===== src/sv/stack_with_max_core_assert.svh =====
// ----------------------------------------------------------------------------
// stack_with_max_core_assert.svh - assertion macros
// Implication and next-cycle checks, clocked and gated by the active-low reset.
// ----------------------------------------------------------------------------
`ifndef STACK_WITH_MAX_CORE_ASSERT_SVH
`define STACK_WITH_MAX_CORE_ASSERT_SVH

`ifndef ASSERT_OFF

// Same-cycle implication
`define SWM_ASSERT_IMP(lbl, clk, rst_n, ante, cons) \
  lbl: assert property (@(posedge clk) disable iff (!rst_n) (ante) |-> (cons)) \
    else $error("stack_with_max_core: same-cycle check failed");

// Next-cycle implication
`define SWM_ASSERT_NXT(lbl, clk, rst_n, ante, cons) \
  lbl: assert property (@(posedge clk) disable iff (!rst_n) (ante) |=> (cons)) \
    else $error("stack_with_max_core: next-cycle check failed");

`else

`define SWM_ASSERT_IMP(lbl, clk, rst_n, ante, cons)
`define SWM_ASSERT_NXT(lbl, clk, rst_n, ante, cons)

`endif

`endif


===== src/sv/swm_pkg.sv =====
// ----------------------------------------------------------------------------
// swm_pkg - shared types and constants of the max-tracking stack
// Depth, counter width, entry layout, shift controls and status codes.
// ----------------------------------------------------------------------------
`timescale 1ns / 1ps
`default_nettype none

package swm_pkg;

  localparam int STACK_DEPTH = 256;
  localparam int CNT_W       = $clog2(STACK_DEPTH + 1);
  localparam int DATA_W      = 32;

  localparam logic signed [DATA_W-1:0] INT_MIN = {1'b1, {(DATA_W-1){1'b0}}};

  // One stack entry: stored value and maximum of it and all entries below
  typedef struct packed {
    logic signed [DATA_W-1:0] value;
    logic signed [DATA_W-1:0] run_max;
  } swm_entry_t;

  // Shift controls shared by every cell of the chain
  typedef struct packed {
    logic push;
    logic pop;
  } swm_shift_t;

  typedef enum logic [1:0] {
    ST_OK        = 2'd0,
    ST_UNDERFLOW = 2'd1,
    ST_OVERFLOW  = 2'd2
  } swm_status_t;

endpackage

`default_nettype wire


===== src/sv/swm_cell.sv =====
// ----------------------------------------------------------------------------
// swm_cell - one slot of the shifting stack
// Takes the entry above on a push and the entry below on a pop, else holds.
// ----------------------------------------------------------------------------
`timescale 1ns / 1ps
`default_nettype none

module swm_cell (
  input  wire                 clk,
  input  swm_pkg::swm_shift_t shift,
  input  swm_pkg::swm_entry_t from_above,
  input  swm_pkg::swm_entry_t from_below,
  output swm_pkg::swm_entry_t q
);

  swm_pkg::swm_entry_t entry_r;

  // Move down on push, up on pop
  always_ff @(posedge clk) begin
    if (shift.push) begin
      entry_r <= from_above;
    end else if (shift.pop) begin
      entry_r <= from_below;
    end
  end

  assign q = entry_r;

endmodule

`default_nettype wire


===== config.mk =====
export PLATFORM = sky130hd
export DESIGN_NAME = swm_cell
export DESIGN_NICKNAME = d
export VERILOG_FILES = /design/src/sv/stack_with_max_core_assert.svh /design/src/sv/swm_pkg.sv /design/src/sv/swm_cell.sv
export SDC_FILE = /design/constraint.sdc
export NUM_CORES = 1
export LEC_CHECK = 0
export ABC_AREA = 1
export BUFFER_PORTS_ARGS = -buffer_cell sky130_fd_sc_hd__buf_2
export CAP_MARGIN = 25
export CORE_ASPECT_RATIO = 1.2
export CORE_MARGIN = 2
export CORE_UTILIZATION = 30
export DETAILED_ROUTE_END_ITERATION = 12
export PLACE_DENSITY_LB_ADDON = 0.15
export SLEW_MARGIN = 40
export SYNTH_ARGS = -nofsm -noshare
export SYNTH_HDL_FRONTEND = slang
export SYNTH_SLANG_ARGS = --single-unit

===== constraint.sdc =====
create_clock -name clk -period 2.4 [get_ports clk]
set_input_delay 0.6 -clock clk [delete_from_list [all_inputs] [get_ports clk]]
set_output_delay 0.6 -clock clk [all_outputs]
set_load 0.01 [all_outputs]

=== Word level (Yosys, flattened, before mapping) ===
Index checks and enable logic that the tools add are counted.
Widths: inputs -> output; s select.

* Multiplexer cells: 2
* Reductions and logical operators: 1

{| class="wikitable"
|+ Operator list
! cell !! count
|-
| $mux 64 || 2
|-
| $reduce_bool 2->1 || 1
|}

* Logic and storage cells: 5
* Output and inout bits: 64
* Input bits: 131
* Bits in registers: 64

=== Longest topological paths before layout ===
* Depth after elaboration: 2
* Depth in mapped cells: 4
* Mapped depth without buffers: 3

=== Worst setup path after synthesis ===
OpenSTA, ideal clock, no wires.

* Path type: input port to flip-flop
* Start point: in shift[1] in the netlist's numbering
* End point: reg entry_r (netlist bit q[0]), enable pin
* Setup slack: 0.439 ns
* Setup time: 0.394 ns
* Cell stages on the path: 2
* Path buffers: 1
* Data required time: 2.006 ns
* Arrival time: 1.567 ns
* Cells stage by stage: buf_6 > or2_2

* Cells in the longest elaborated chain, start to end: 1

{| class="wikitable"
|+ RTL lines
! element !! line !! RTL
|-
| start, declared || swm_cell.sv:10 || <nowiki>input swm_pkg::swm_shift_t shift,</nowiki>
|-
| $reduce_bool 2->1 (no line) || n/a ||
|-
| end signal, assigned || swm_cell.sv:21 || <nowiki>entry_r <= from_above;</nowiki>
|-
| end signal, assigned || swm_cell.sv:23 || <nowiki>entry_r <= from_below;</nowiki>
|-
| end, declared || swm_cell.sv:16 || <nowiki>swm_pkg::swm_entry_t entry_r;</nowiki>
|}

Every way passes these cells.
A chain may end at the register's enable or synchronous reset.

=== Final worst setup path ===
* Start point: reg entry_r (netlist bit q[57])
* End point: out q[57] in the netlist's numbering

{| class="wikitable"
|+ RTL lines
! element !! line !! RTL
|-
| end, declared || swm_cell.sv:13 || <nowiki>output swm_pkg::swm_entry_t q</nowiki>
|}

No word-level cell between the ends.

==> results.env <==
SYNTH_SEQ_AREA_SHARE_PCT=69.8
COUNT_OF_NETS_AFTER_FINISHING=597
CELLINTERNALPOWER_uW=1940
EFFECTIVE_UTILIZATION_AT_FLOORPLAN_PCT=30.7
REMAINING_DRC_ERRORS=0
CRITPATHMAXFANOUT=1
FINAL_WTD_CONGESTION=0.716
VIA_COUNT_OF_THE_FIRST_GLOBAL_ROUTING_PASS=2339
LAYOUTNONFILLERINSTCOUNT=592
SYNTH_TOP_CELL_AREA_SHARE_PCT=69.8
ROUTED-VIA-COUNT=2442
SIMPLE_LOGIC_CELL_FRACTION_OF_THE_SYNTHESIZED_AREA_PCT=26.4
CTS.HOLD.BUFFERS_ADDED=0
POST_SYNTH_NUM_CELL_TYPES=6
FLOORPLAN.ROWS=38
FLOORPLAN.DIE.HEIGHT_UM=109
FLOORPLAN_DIE_AREA_SQ_UM=9970
DETAILEDPLACEMENTHPWL_UM=5310
SYNTH_EDF_COUNT=64
DP_CELLS=575
YOSYS_WARNINGS=0
CP-STARTPOINT='q[57]$_DFFE_PP_'
FINALSETUPVIOLATIONS=0
MAIN_COMBINATIONAL_CELL_FAMILY_BY_AREA_AFTER_SYNTHESIS='simple AND/OR/NAND/NOR gates'
SWITCHINGPOWER_uW=651
LEAKAGE_uW=0.00209
MAX_SLEW.WORST_PIN.SLEW_NS=0.622
FINALWIRELENGTH_UM=7390
POSTSYNTHAREAPERCELL_SQ_UM=10.2
CRITICAL_PATH.N_BUFFERS_INVERTERS=1
FIN_UTIL_PCT=44.1
CORE_AREA_SQ_UM=8990
CLK_TRANSITION_REPORTED_PATHS_NS=0.07
MAXIMUM_NUMBER_OF_PINS_ON_ONE_NET_BEFORE_GLOBAL_ROUTE_REPAIR=65
TIMING.MAX_CAP.VIOLATIONS=0
SYNTH.TOP_CELLS.BY_AREA='sky130_fd_sc_hd__edfxtp_1, sky130_fd_sc_hd__nand2_1, sky130_fd_sc_hd__buf_6'
MAX_STAGE_DELAY_ON_CRIT_PATH_NS=0.39
WORST-PATH-STAGES=1
DRTANTENNAVIOLNETS=0
ROUTEDWLPERCELL_UM=12.5
MAXSLEWVIOLCOUNT=0
CRIT_FAMILY='flip-flops'
NETLIST_AREA_SQ_UM=2760
FRACTION_OF_FINAL_LAYOUT_CELLS_SIZED_BEYOND_DRIVE_STRENGTH_1_PCT=44.2
CRITICAL_PATH_REQUIRED_NS=1.80
SYNTH.MOST_COMMON_CELL='sky130_fd_sc_hd__nand2_1'
CRIT_CHAIN='buf_2'
CTS.REPAIR_TIMING.SETUP_BUFFER_COUNT=0
CLOCK_POWER_SHARE_PCT=29.2
HOLD_CLASS='in -> reg'
GRTUSAGETOTAL_PCT=14.7
CTS_BUFFERS=9
SYNTH-MAIN-FF-CELL='sky130_fd_sc_hd__edfxtp_1'
TIMING.HOLD.WS_NS=0.525
SYNTH.TOP_CELLS.BY_COUNT='sky130_fd_sc_hd__nand2_1, sky130_fd_sc_hd__edfxtp_1, sky130_fd_sc_hd__buf_2, sky130_fd_sc_hd__buf_6'
NETLIST.TOP_CELL.BY_AREA='sky130_fd_sc_hd__edfxtp_1'
FLIP_FLOP_AND_LATCH_COUNT_AFTER_SYNTHESIS=64
YOSYS.AREA_SHARE.ADDER_PCT=0
ASYNC_FLOP_SHARE_PCT=0
SYNTH_XOR_AREA_SHARE_PCT=0
MIN_PERIOD_NS=1.47
REG_POWER_SHARE_PCT=53.9
PEAKVDDDROP_mV=0.228
WORST-SETUP-PATH-TYPE='reg -> out'
POWER.DENSITY_nW_PER_UM2=654
TIMING.SLEW.HEADROOM_PCT=58.6
SWITCHING_PART_OF_THE_TOTAL_POWER_PCT=25.1
CP_LAUNCH_TYPE='flip-flop'
PLACE.PORT_BUFFERS=194
LARGEST_REG_FLOPS=64
FIRST_PASS_ITERS=4
CLOCK_TREE.HTREE_LEVEL_COUNT=3
IOS=195
FINALHOLDVIOLCOUNT=0
UNREPAIRED_SETUP_ENDPOINTS_AFTER_GLOBAL_ROUTING='false'
CHIPWIDTH_UM=91.5
ROOT_BUF_CELL='sky130_fd_sc_hd__clkbuf_8'
DETAILEDROUTE.FIRSTITERATIONVIOLATIONS=84
CTS-RESIZED-GATES=0
SYN-INSTANCE-COUNT=271
SYNTH_COMPOUND_AREA_SHARE_PCT=0
SUM_OF_INTERNAL_SWITCHING_AND_LEAKAGE_POWER_uW=2590
CLOCKBUFFERDEPTH=2
TRITONCTS='built'
FINALCRITPERIODSHARE_PCT=61.4
GRT_FIRST_PASS_WIRELENGTH_UM=11200
CRIT_PATH_END='q[57]'
FLOW.AREA_GROWTH_FROM_SYNTHESIS_PCT=43.9
POWER_FRAC_COMB_PCT=16.9
ANTENNA_VIOLATIONS_BEFORE_REPAIR=1
TIMING.SETUP.TNS_NS=0
CRITPATHCAPTURETYPE='primary output'
WORSTPATHARRIVAL_NS=0.87
CTS.SINK_COUNT=64
MAXCLOCKFREQUENCY_MHz=679
CRIT_PATH_TOP_DELAY_CELL='sky130_fd_sc_hd__edfxtp_1'
SYN-NUM-NETS=402
STATUS='complete, no violations'
POST_SYNTH_MUX_AREA_SHARE_PCT=0
VIASPERCELL=4.13
GRT_OVERFLOW_TOTAL=0
-- metal layers --
| metal | GRT usage, % | part of all wire [%] | wire length, um | vias to the layer above |
|---|---|---|---|---|
| met5 | 0 | 0 | 0 | - |
| met2 | 24.8 | 52 | 3870 | 104 |
| li1 | - | - | - | 1259 |
| met4 | 10.4 | 2.7 | 197 | 0 |
| met3 | 3.80 | 7.4 | 543 | 13 |
| met1 | 16.2 | 38 | 2780 | 1066 |
-- layout by cell type, fill, tap and decap left out --
| cell type | n |
|---|---|
| sky130_fd_sc_hd__diode_2 | 1 |
| sky130_fd_sc_hd__edfxtp_1 | 64 |
| sky130_fd_sc_hd__clkbuf_8 | 9 |
| sky130_fd_sc_hd__buf_2 | 194 |
| sky130_fd_sc_hd__buf_4 | 2 |
| sky130_fd_sc_hd__clkbuf_1 | 6 |
| sky130_fd_sc_hd__buf_12 | 1 |
| sky130_fd_sc_hd__or2_2 | 1 |
| sky130_fd_sc_hd__clkinv_1 | 1 |
| sky130_fd_sc_hd__nand2_1 | 192 |
| sky130_fd_sc_hd__inv_4 | 1 |
-- cells by family (layout without fill, tap and decap cells) --
family,count (synthesis),count (layout)
DFF,64,64
other,0,1
buffers and inverters,14,214
and+or+nand+nor,193,193
-- layout make-up --
cell class,instances,area (sq um)
tap,120,150
antenna,1,2.50
fill,907,5020
clock inverter,1,3.75
inverter,1,6.26
clock buffer,15,146
multi-input combinational,193,727
sequential,64,1920
timing repair buffer,197,1010
-- power groups by stage --
stage / registers, uW / logic, uW / clock network, uW
CTS: 1400 / 448 / 791
global placement: 1420 / 445 / 0
finish: 1400 / 438 / 756
global route: 1410 / 488 / 828
floorplan: 1500 / 124 / 0
detailed placement: 1420 / 447 / 0
-- worst min-delay path by stage --
stage	startpoint	cells past startpoint	slack, ns	endpoint
final	from_below[26]	3	0.52	q[26]$_DFFE_PP_
after global routing	from_below[31]	3	0.51	q[31]$_DFFE_PP_
after CTS	from_below[31]	3	0.50	q[31]$_DFFE_PP_
after detailed placement	from_below[31]	3	0.87	q[31]$_DFFE_PP_
after global placement	from_below[17]	3	0.86	q[17]$_DFFE_PP_
after floorplan	from_below[0]	2	0.78	q[0]$_DFFE_PP_
-- tightest hold or removal path: cells and delay by family --
kind,cells,cell delay [ns]
AND/OR/NAND/NOR,2,0.08
buffers and inverters,1,0.07
-- metrics by stage --
| stage | setup WS [ns] | area, sq um |
|---|---|---|
| final | 0.927 | 3960 |
| after global routing | 0.886 | 3960 |
| after CTS | 0.901 | 3960 |
| after detailed placement | 0.637 | 3810 |
| after global placement | 0.510 | 3810 |
| after floorplan | 0.439 | 2760 |
Power figures use the tool's default switching activity.
